$ cat src/rtl/qhp_pkg.sv
package qhp_pkg;

    // Width of the byte and payload counters; both saturate at the top value.
    localparam int COUNT_BITS = 16;
    localparam logic [COUNT_BITS-1:0] CNT_MAX = {COUNT_BITS{1'b1}};

    // Decoded variable-length integers are 62 bits wide.
    localparam int VARINT_BITS = 62;

    // Result status codes.
    localparam logic [2:0] ST_COMPLETE    = 3'd0;
    localparam logic [2:0] ST_NOT_QUIC    = 3'd1;
    localparam logic [2:0] ST_TRUNCATED   = 3'd2;
    localparam logic [2:0] ST_ID_TOO_LONG = 3'd3;
    localparam logic [2:0] ST_VERSION_NEG = 3'd4;
    localparam logic [2:0] ST_RETRY       = 3'd5;

    // Content hint codes.
    localparam logic [2:0] HINT_NONE         = 3'd0;
    localparam logic [2:0] HINT_CLIENT_HELLO = 3'd1;
    localparam logic [2:0] HINT_SERVER_HELLO = 3'd2;
    localparam logic [2:0] HINT_CERTIFICATE  = 3'd3;
    localparam logic [2:0] HINT_ENCRYPTED    = 3'd4;

    // Long header packet types.
    localparam logic [1:0] TYPE_INITIAL   = 2'd0;
    localparam logic [1:0] TYPE_ZERO_RTT  = 2'd1;
    localparam logic [1:0] TYPE_HANDSHAKE = 2'd2;
    localparam logic [1:0] TYPE_RETRY     = 2'd3;

    // Versions that pass detection.
    localparam logic [31:0] VERSION_1        = 32'h0000_0001;
    localparam logic [31:0] VERSION_DRAFT29  = 32'hff00_001d;
    localparam logic [31:0] VERSION_NEG      = 32'h0000_0000;
    localparam logic [31:0] VERSION_V2_DRAFT = 32'h6b33_43cf;
    localparam logic [31:0] VERSION_Q050     = 32'h5130_3530;
    localparam logic [31:0] VERSION_Q046     = 32'h5130_3436;
    localparam logic [31:0] VERSION_TOP_MASK = 32'hFF00_0000;

    // TLS handshake message types at the head of the payload.
    localparam logic [15:0] TLS_CLIENT_HELLO = 16'h0100;
    localparam logic [15:0] TLS_SERVER_HELLO = 16'h0200;
    localparam logic [15:0] TLS_CERTIFICATE  = 16'h0b00;

    localparam logic [4:0] MAX_CID_RESET = 5'd20;

    // One header summary.
    typedef struct packed {
        logic                   detected;
        logic [7:0]             header_byte;
        logic [31:0]            version_word;
        logic [7:0]             dest_id_length;
        logic [7:0]             source_id_length;
        logic [VARINT_BITS-1:0] token_length;
        logic [VARINT_BITS-1:0] length_field;
        logic [31:0]            packet_number;
        logic [15:0]            payload_bytes;
        logic [2:0]             content_hint;
        logic [2:0]             status;
    } result_t;

endpackage

$ cat src/rtl/quic_header_parser_top.sv
// QUIC packet header parser.
// The input channel carries one UDP payload byte per transaction, with
// last_byte marking the final byte of a packet. Every byte updates the
// parser state in the cycle it is accepted; the final byte also produces
// one header summary on the output channel.
// Throughput is one byte per clock cycle while in_stall is low;
// back-to-back packets need no gap between them.
// Each summary is registered into the result register or the skid buffer.
// The output side holds a result register and a one-entry skid buffer, so
// bytes keep flowing while a summary waits; in_stall rises only when both
// are full, and falls as soon as the receiver takes one.
// The max_cid_reg register resets to 20; the user must write it through
// cfg_write_en and cfg_write_data only while the block is idle; the block does not enforce this.
// Reset (rst_n low, asynchronous) returns the parser to the first byte of
// a packet and empties the output buffers.
// A stalled summary stays unchanged on the outputs until out_stall is low.
module quic_header_parser_top
(
    input  logic        clk,
    input  logic        rst_n,
    input  logic        cfg_write_en,
    input  logic [4:0]  cfg_write_data,
    input  logic        in_valid,
    output logic        in_stall,
    input  logic [7:0]  data_byte,
    input  logic        last_byte,
    output logic        out_valid,
    input  logic        out_stall,
    output logic        detected,
    output logic [7:0]  header_byte,
    output logic [31:0] version_word,
    output logic [7:0]  dest_id_length,
    output logic [7:0]  source_id_length,
    output logic [61:0] token_length,
    output logic [61:0] length_field,
    output logic [31:0] packet_number,
    output logic [15:0] payload_bytes,
    output logic [2:0]  content_hint,
    output logic [2:0]  status
);

    localparam int CB = qhp_pkg::COUNT_BITS;
    localparam int VB = qhp_pkg::VARINT_BITS;

    typedef enum logic [3:0] {
        PH_FIRST, PH_VERSION, PH_DLEN, PH_DSKIP, PH_SLEN, PH_SSKIP,
        PH_TOKV0, PH_TOKV, PH_TOKSKIP, PH_LENV0, PH_LENV, PH_PN,
        PH_PAYLOAD, PH_DONE
    } phase_t;

    phase_t          phase_reg, phase_next;
    logic [CB-1:0]   byte_count_reg, byte_count_next;
    logic [7:0]      first_byte_reg, first_byte_next;
    logic [31:0]     version_reg, version_next;
    logic [7:0]      dest_len_reg, dest_len_next;
    logic [7:0]      source_len_reg, source_len_next;
    logic [VB-1:0]   accum_reg, accum_next;
    logic [VB-1:0]   countdown_reg, countdown_next;
    logic [VB-1:0]   token_len_reg, token_len_next;
    logic [VB-1:0]   length_reg, length_next;
    logic [31:0]     number_reg, number_next;
    logic [15:0]     payload_head_reg, payload_head_next;
    logic [CB-1:0]   payload_count_reg, payload_count_next;
    logic [2:0]      status_reg, status_next;
    logic [4:0]      max_cid_reg;

    qhp_pkg::result_t out_reg, skid_reg, result;
    logic             out_valid_reg, skid_valid_reg;

    logic in_accept;
    logic new_result;
    logic out_take;

    assign in_accept  = in_valid && !in_stall;
    assign new_result = in_accept && last_byte;
    assign out_take   = out_valid_reg && !out_stall;
    assign in_stall   = skid_valid_reg;

    // Per-byte parser step.
    always_comb
    begin
        logic [VB-1:0] dec;
        logic [VB-1:0] acc;
        logic          acc_done;
        logic          rest_phase;
        logic          tok_varint;

        phase_next         = phase_reg;
        first_byte_next    = first_byte_reg;
        version_next       = version_reg;
        dest_len_next      = dest_len_reg;
        source_len_next    = source_len_reg;
        accum_next         = accum_reg;
        countdown_next     = countdown_reg;
        token_len_next     = token_len_reg;
        length_next        = length_reg;
        number_next        = number_reg;
        payload_head_next  = payload_head_reg;
        payload_count_next = payload_count_reg;
        status_next        = status_reg;

        dec        = countdown_reg - VB'(1);
        acc        = '0;
        acc_done   = 1'b0;
        rest_phase = 1'b0;
        tok_varint = (phase_reg == PH_TOKV0) || (phase_reg == PH_TOKV);

        case (phase_reg)
            PH_FIRST:
            begin
                first_byte_next = data_byte;
                if (data_byte[7])
                begin
                    countdown_next = VB'(4);
                    phase_next     = PH_VERSION;
                end
                else
                begin
                    countdown_next = VB'(data_byte[1:0]) + VB'(1);
                    phase_next     = PH_PN;
                end
            end
            PH_VERSION:
            begin
                version_next   = {version_reg[23:0], data_byte};
                countdown_next = dec;
                if (dec == '0)
                begin
                    if (version_next == qhp_pkg::VERSION_NEG)
                    begin
                        status_next = qhp_pkg::ST_VERSION_NEG;
                        phase_next  = PH_DONE;
                    end
                    else
                    begin
                        phase_next = PH_DLEN;
                    end
                end
            end
            PH_DLEN, PH_SLEN:
            begin
                if (phase_reg == PH_DLEN)
                    dest_len_next = data_byte;
                else
                    source_len_next = data_byte;
                if (data_byte > {3'b000, max_cid_reg})
                begin
                    status_next = qhp_pkg::ST_ID_TOO_LONG;
                    phase_next  = PH_DONE;
                end
                else
                begin
                    countdown_next = VB'(data_byte);
                    if (data_byte != 8'd0)
                        phase_next = (phase_reg == PH_DLEN) ? PH_DSKIP : PH_SSKIP;
                    else if (phase_reg == PH_DLEN)
                        phase_next = PH_SLEN;
                    else
                        rest_phase = 1'b1;
                end
            end
            PH_DSKIP, PH_SSKIP:
            begin
                countdown_next = dec;
                if (dec == '0)
                begin
                    if (phase_reg == PH_DSKIP)
                        phase_next = PH_SLEN;
                    else
                        rest_phase = 1'b1;
                end
            end
            PH_TOKV0, PH_LENV0:
            begin
                acc = VB'(data_byte[5:0]);
                accum_next = acc;
                if (data_byte[7:6] == 2'd0)
                begin
                    acc_done = 1'b1;
                end
                else
                begin
                    countdown_next = (data_byte[7:6] == 2'd1) ? VB'(1) :
                                     (data_byte[7:6] == 2'd2) ? VB'(3) : VB'(7);
                    phase_next = (phase_reg == PH_TOKV0) ? PH_TOKV : PH_LENV;
                end
            end
            PH_TOKV, PH_LENV:
            begin
                acc            = {accum_reg[VB-9:0], data_byte};
                accum_next     = acc;
                countdown_next = dec;
                acc_done       = (dec == '0);
            end
            PH_TOKSKIP:
            begin
                countdown_next = dec;
                if (dec == '0)
                    phase_next = PH_LENV0;
            end
            PH_PN:
            begin
                number_next    = {number_reg[23:0], data_byte};
                countdown_next = dec;
                if (dec == '0)
                    phase_next = PH_PAYLOAD;
            end
            PH_PAYLOAD:
            begin
                if (payload_count_reg < CB'(2))
                    payload_head_next = {payload_head_reg[7:0], data_byte};
                if (payload_count_reg != qhp_pkg::CNT_MAX)
                    payload_count_next = payload_count_reg + CB'(1);
            end
            default:
            begin
            end
        endcase

        // Connection IDs done: choose by packet type.
        if (rest_phase)
        begin
            case (first_byte_reg[5:4])
                qhp_pkg::TYPE_INITIAL: phase_next = PH_TOKV0;
                qhp_pkg::TYPE_RETRY:
                begin
                    status_next = qhp_pkg::ST_RETRY;
                    phase_next  = PH_DONE;
                end
                default:               phase_next = PH_LENV0;
            endcase
        end

        // A varint is complete.
        if (acc_done)
        begin
            if (tok_varint)
            begin
                token_len_next = acc;
                if (acc != '0)
                begin
                    countdown_next = acc;
                    phase_next     = PH_TOKSKIP;
                end
                else
                begin
                    phase_next = PH_LENV0;
                end
            end
            else
            begin
                length_next    = acc;
                countdown_next = VB'(first_byte_reg[1:0]) + VB'(1);
                phase_next     = PH_PN;
            end
        end

        byte_count_next = (byte_count_reg != qhp_pkg::CNT_MAX) ?
                          byte_count_reg + CB'(1) : byte_count_reg;
    end

    // Header summary built from the state after the final byte.
    always_comb
    begin
        logic       lng;
        logic       det;
        logic [2:0] st;
        logic [2:0] hint;

        lng = first_byte_next[7];
        if (byte_count_next < CB'(5))
            det = 1'b0;
        else if (lng)
            det = (byte_count_next >= CB'(6)) &&
                  ((version_next == qhp_pkg::VERSION_1) ||
                   (version_next == qhp_pkg::VERSION_DRAFT29) ||
                   (version_next == qhp_pkg::VERSION_NEG) ||
                   (version_next == qhp_pkg::VERSION_V2_DRAFT) ||
                   (version_next == qhp_pkg::VERSION_Q050) ||
                   (version_next == qhp_pkg::VERSION_Q046) ||
                   ((version_next & qhp_pkg::VERSION_TOP_MASK) ==
                    qhp_pkg::VERSION_TOP_MASK));
        else
            det = first_byte_next[6] &&
                  (byte_count_next > (CB'(first_byte_next[1:0]) + CB'(5)));

        if (phase_next == PH_DONE)
            st = status_next;
        else if (phase_next == PH_PAYLOAD)
            st = qhp_pkg::ST_COMPLETE;
        else
            st = qhp_pkg::ST_TRUNCATED;

        hint = qhp_pkg::HINT_NONE;
        if (st == qhp_pkg::ST_COMPLETE)
        begin
            if (!lng || (first_byte_next[5:4] == qhp_pkg::TYPE_ZERO_RTT))
                hint = qhp_pkg::HINT_ENCRYPTED;
            else if (payload_count_next > CB'(4))
            begin
                if (payload_head_next == qhp_pkg::TLS_CLIENT_HELLO)
                    hint = qhp_pkg::HINT_CLIENT_HELLO;
                else if (payload_head_next == qhp_pkg::TLS_SERVER_HELLO)
                    hint = qhp_pkg::HINT_SERVER_HELLO;
                else if (payload_head_next == qhp_pkg::TLS_CERTIFICATE)
                    hint = qhp_pkg::HINT_CERTIFICATE;
            end
        end

        result = '0;
        if (!det)
        begin
            result.status = qhp_pkg::ST_NOT_QUIC;
        end
        else
        begin
            result.detected         = 1'b1;
            result.header_byte      = first_byte_next;
            result.version_word     = lng ? version_next : 32'd0;
            result.dest_id_length   = dest_len_next;
            result.source_id_length = source_len_next;
            result.token_length     = token_len_next;
            result.length_field     = length_next;
            result.packet_number    = number_next;
            result.payload_bytes    = 16'(payload_count_next);
            result.content_hint     = hint;
            result.status           = st;
        end
    end

    // Parser state, configuration and output buffers.
    always_ff @(posedge clk or negedge rst_n)
    begin
        if (!rst_n)
        begin
            phase_reg         <= PH_FIRST;
            byte_count_reg    <= '0;
            first_byte_reg    <= '0;
            version_reg       <= '0;
            dest_len_reg      <= '0;
            source_len_reg    <= '0;
            accum_reg         <= '0;
            countdown_reg     <= '0;
            token_len_reg     <= '0;
            length_reg        <= '0;
            number_reg        <= '0;
            payload_head_reg  <= '0;
            payload_count_reg <= '0;
            status_reg        <= '0;
            max_cid_reg       <= qhp_pkg::MAX_CID_RESET;
            out_reg           <= '0;
            skid_reg          <= '0;
            out_valid_reg     <= 1'b0;
            skid_valid_reg    <= 1'b0;
        end
        else
        begin
            if (cfg_write_en)
                max_cid_reg <= cfg_write_data;

            if (in_accept)
            begin
                if (last_byte)
                begin
                    phase_reg         <= PH_FIRST;
                    byte_count_reg    <= '0;
                    first_byte_reg    <= '0;
                    version_reg       <= '0;
                    dest_len_reg      <= '0;
                    source_len_reg    <= '0;
                    accum_reg         <= '0;
                    countdown_reg     <= '0;
                    token_len_reg     <= '0;
                    length_reg        <= '0;
                    number_reg        <= '0;
                    payload_head_reg  <= '0;
                    payload_count_reg <= '0;
                    status_reg        <= '0;
                end
                else
                begin
                    phase_reg         <= phase_next;
                    byte_count_reg    <= byte_count_next;
                    first_byte_reg    <= first_byte_next;
                    version_reg       <= version_next;
                    dest_len_reg      <= dest_len_next;
                    source_len_reg    <= source_len_next;
                    accum_reg         <= accum_next;
                    countdown_reg     <= countdown_next;
                    token_len_reg     <= token_len_next;
                    length_reg        <= length_next;
                    number_reg        <= number_next;
                    payload_head_reg  <= payload_head_next;
                    payload_count_reg <= payload_count_next;
                    status_reg        <= status_next;
                end
            end

            // Result register with a one-entry skid buffer behind it.
            if (skid_valid_reg)
            begin
                if (out_take)
                begin
                    out_reg        <= skid_reg;
                    skid_valid_reg <= 1'b0;
                end
            end
            else if (new_result)
            begin
                if (!out_valid_reg || out_take)
                begin
                    out_reg       <= result;
                    out_valid_reg <= 1'b1;
                end
                else
                begin
                    skid_reg       <= result;
                    skid_valid_reg <= 1'b1;
                end
            end
            else if (out_take)
            begin
                out_valid_reg <= 1'b0;
            end
        end
    end

    assign out_valid        = out_valid_reg;
    assign detected         = out_reg.detected;
    assign header_byte      = out_reg.header_byte;
    assign version_word     = out_reg.version_word;
    assign dest_id_length   = out_reg.dest_id_length;
    assign source_id_length = out_reg.source_id_length;
    assign token_length     = out_reg.token_length;
    assign length_field     = out_reg.length_field;
    assign packet_number    = out_reg.packet_number;
    assign payload_bytes    = out_reg.payload_bytes;
    assign content_hint     = out_reg.content_hint;
    assign status           = out_reg.status;

`ifndef SYNTHESIS
    // The skid buffer is only ever filled behind a waiting result.
    assert property (@(posedge clk) disable iff (!rst_n)
        skid_valid_reg |-> out_valid_reg)
        else $error("skid buffer holds a result while the output is empty");

    // A stalled result is not dropped.
    assert property (@(posedge clk) disable iff (!rst_n)
        (out_valid_reg && out_stall) |=> out_valid_reg)
        else $error("stalled result lost");

    // The final byte returns the parser to the start of a packet.
    assert property (@(posedge clk) disable iff (!rst_n)
        (in_accept && last_byte) |=> (phase_reg == PH_FIRST && byte_count_reg == '0))
        else $error("packet state not cleared after final byte");

    // An early end always carries one of the early-end status codes.
    assert property (@(posedge clk) disable iff (!rst_n)
        (phase_reg == PH_DONE) |-> (status_reg == qhp_pkg::ST_ID_TOO_LONG ||
                                    status_reg == qhp_pkg::ST_VERSION_NEG ||
                                    status_reg == qhp_pkg::ST_RETRY))
        else $error("early end without an early-end status");
`endif

endmodule

$ cat config.mk
export PLATFORM = sky130hd
export DESIGN_NAME = quic_header_parser_top
export DESIGN_NICKNAME = d
export VERILOG_FILES = /design/src/rtl/qhp_pkg.sv /design/src/rtl/quic_header_parser_top.sv
export SDC_FILE = /design/constraint.sdc
export NUM_CORES = 2
export LEC_CHECK = 0
export BUFFER_PORTS_ARGS = -buffer_cell sky130_fd_sc_hd__buf_2
export CAP_MARGIN = 0
export CELL_PAD_IN_SITES_DETAIL_PLACEMENT = 1
export CELL_PAD_IN_SITES_GLOBAL_PLACEMENT = 2
export CORE_ASPECT_RATIO = 0.75
export CORE_MARGIN = 4
export CORE_UTILIZATION = 42
export DETAILED_ROUTE_END_ITERATION = 7
export PLACE_DENSITY = 0.86
export SKIP_CTS_REPAIR_TIMING = 1
export SYNTH_ARGS = -nofsm -noshare
export SYNTH_HDL_FRONTEND = slang
export SYNTH_SLANG_ARGS = --single-unit
$ cat constraint.sdc
create_clock -name clk -period 10.53 [get_ports clk]
set_input_delay 1.053 -clock clk [delete_from_list [all_inputs] [get_ports clk]]
set_output_delay 1.053 -clock clk [all_outputs]
set_load 0.01 [all_outputs]
==> reports/results.ini <==
[placed_design]
dp_worst_setup_slack_ps = 4140
io_buffers = 255
gp_congestion = 0.914
post_dp_cell_area_sq_um = 44900
hpwl_um = 102000
placed_cells = 5948

[sta]
rsz0062_at_grt = false
fmax_mhz = 149
worst_slack_ps = 3800
slew_headroom = 0.187
hold_violations = 0
fin_crit_ps = 6730
slew_violations = 0
fin_skew_ps = 29.6
finalSetupViolCount = 0
setup_tns_ps = 0
min_period_over_period = 0.639
worst_slew_pin_slew_ps = 1220
fin_hold_ws_ps = 360

[detailed_routing]
via_count = 37977
routedWlPerCell_um = 25.3
drt_wl_total_um = 154000
dr.first_iter.drc_count = 3609
dr.pass1.iters = 6
drc = 0
ant_nets = 0
via_per_inst = 6.21

[power_and_ir_drop]
pwr-share-comb = 0.397
p_per_area_nw_per_um2 = 261
power_mw = 12.5
peakVddDrop_v = 0.000161
p_clk_frac = 0.263
p_leak_nw = 20.8
p_sw_mw = 5.34
internal_power_mw = 7.17
seqPwrFrac = 0.340
swShare = 0.427

[cells_and_area]
fin_area_sq_um = 48000
final_nets = 4741
drive_above_1_share = 0.116
synthToLayoutAreaGrowth_pct = 12.2
fin_util = 0.475
largest_reg_flops = 235
finalNonFillerCells = 6115

[yosys]
synth.yosys.warnings = 0
synth_top_area_share = 0.502
synth_xor_area_frac = 0.00840
synth_area_leaders = dfrtp_1 (50%), nand2_1 (7.3%), o21ai_0 (5.6%)
synth_largest_area_cell = dfrtp_1
synth.most_common_cell = dfrtp_1
synth.distinct_cells = 82
synth.mux.area_fraction = 0.0267
synth-simple-area-share = 0.179
synth_enable_flop_cells = 0
syn_area_sq_um = 42800
synth_area_per_cell_sq_um = 9.08
synth_common_cells = dfrtp_1 (858), nand2_1 (835), o21ai_0 (481)
synth_compound_area_frac = 0.233
synth_top_family_by_area = compound AO/OA/AOI/OAI gates
syn-num-nets = 4749
syn-instance-count = 4709
synth_flop_cell = dfrtp_1
synthAdderAreaFrac = 0.00614
ys_seq_area_frac = 0.503
synthArstFlopShare = 1.00
ys_seq_elements = 860

[setup_path]
r2r_cells = 13
cp_max_fo = 64
regToRegSetupSlack_ps = 3800
worstReg2RegStart = countdown_reg[0]
crit_path_end_kind = flip-flop
cp_top_family = simple AND/OR/NAND/NOR gates
path_cells = inv_1 > ha_1 > nor4b_2 > nand3_2 > or4b_1 > nor3_1 > xor2_1 > nor4b_1 > nand4_1 > a21oi_4 > buf_4 > nand2_1 > o21ai_0
required_ps = 11130
critical-path-max-stage-delay_ps = 910
setup.worst_path.start_class = flip-flop
r2r_end = length_reg[22]
arrival_ps = 7330
crit_type = flip-flop to flip-flop
cpMaxStageDelayCell = nor4b_1
crit_buf_inv = 2

[run_status]
status = finished clean

[die]
fp-row-count = 101
die_x_um = 376
core_sq_um = 101000
die_h_um = 284
io_pins = 256
start_util = 0.423
fp.dieArea_sq_um = 107000

[clock_network]
clockBufferDepth = 3
cts.clk_slew.worst_paths_ps = 70
h-tree-depth = 3
cts_buffers = 90
cts_sinks = 860
cts_tree = done
clk_latency_ps = 710
cts_root_buf = clkbuf_16

[global_routing]
grt_overflow = 0
antenna_found_initial = 4
grt_usage = 0.284
grt_max_degree = 211
grt_pass1_vias = 37629
grt_pass1_wl_um = 239000

[worst_hold_path]
hp-class = input pin to async pin

[run]
maxCapViolCount = 0

## area by class of cell
type,count,area (sq um)
diodes,1,2.50
clock buffers,135,2740
clock inverters,31,308
fillers,11579,53100
inverters,50,188
multi-input cells,3366,19600
flip-flops and latches,860,21500
well taps,1339,1680
repair buffers,333,1950
## worst reg2reg max path, cell delays in order, from the launching register on
cell,delay (ps)
dfrtp_1,520
inv_1,150
ha_1,390
nor4b_2,510
nand3_2,320
or4b_1,750
nor3_1,310
xor2_1,150
nor4b_1,910
nand4_1,320
a21oi_4,280
buf_4,780
nand2_1,820
o21ai_0,430
## cell usage in the layout (no fill, tap or decap), drive strengths merged, types with 10 or more instances in the layout
cell type / instances
a21boi: 73
a21o: 19
a21oi: 318
a22o: 117
a22oi: 10
a31oi: 28
a32o: 67
and2: 26
and3: 20
and4: 16
buf: 333
clkbuf: 135
clkinv: 24
dfrtp: 858
ha: 21
inv: 52
mux2i: 104
nand2: 835
nand2b: 12
nand3: 154
nand3b: 44
nand4: 40
nor2: 182
nor3: 169
nor4: 66
nor4b: 10
o21a: 85
o21ai: 498
o22ai: 14
o311ai: 61
o31ai: 190
or2: 10
or3: 22
or4: 10
xnor2: 28
xor2: 13
## cell families after synthesis
kind of cell / count (synthesis)
AND/OR/NAND/NOR: 1646
AO/OA/AOI/OAI: 1545
flip-flops: 860
buffers and inverters: 483
multiplexers: 113
XOR/XNOR: 41
adder cells (fa/ha/maj): 21
## how the worst max path moves through the flow
stage | from | end | slack (ps) | cells after the start
2_1_floorplan | phase_reg[1] | status[0] | 5880 | 20
3_3_place_gp | countdown_reg[0] | length_reg[20] | 4330 | 14
3_5_place_dp | countdown_reg[0] | length_reg[33] | 4140 | 13
4_1_cts | countdown_reg[0] | length_reg[22] | 4060 | 13
5_1_grt | countdown_reg[0] | length_reg[22] | 3450 | 13
6_report | countdown_reg[0] | length_reg[22] | 3800 | 13
## power groups by stage
| stage | Sequential [mW] | Combinational, mW | Clock [mW] |
|---|---|---|---|
| floorplan | 4.08 | 3.35 | 0 |
| finish | 4.25 | 4.97 | 3.30 |
| detailed placement | 4.29 | 4.86 | 0 |
| global route | 4.30 | 5.40 | 3.50 |
| CTS | 4.24 | 4.89 | 3.36 |
| global placement | 4.28 | 4.79 | 0 |
## routing by layer
layer | GRT usage | part of all wire | up-vias
met3 | 0.0566 | 0.073 | 209
met1 | 0.431 | 0.47 | 19526
li1 | - | - | 17024
met4 | 0.0629 | 0.023 | 0
met5 | 0 | 0 | -
met2 | 0.420 | 0.43 | 1218
Power figures use the tool's default switching activity.
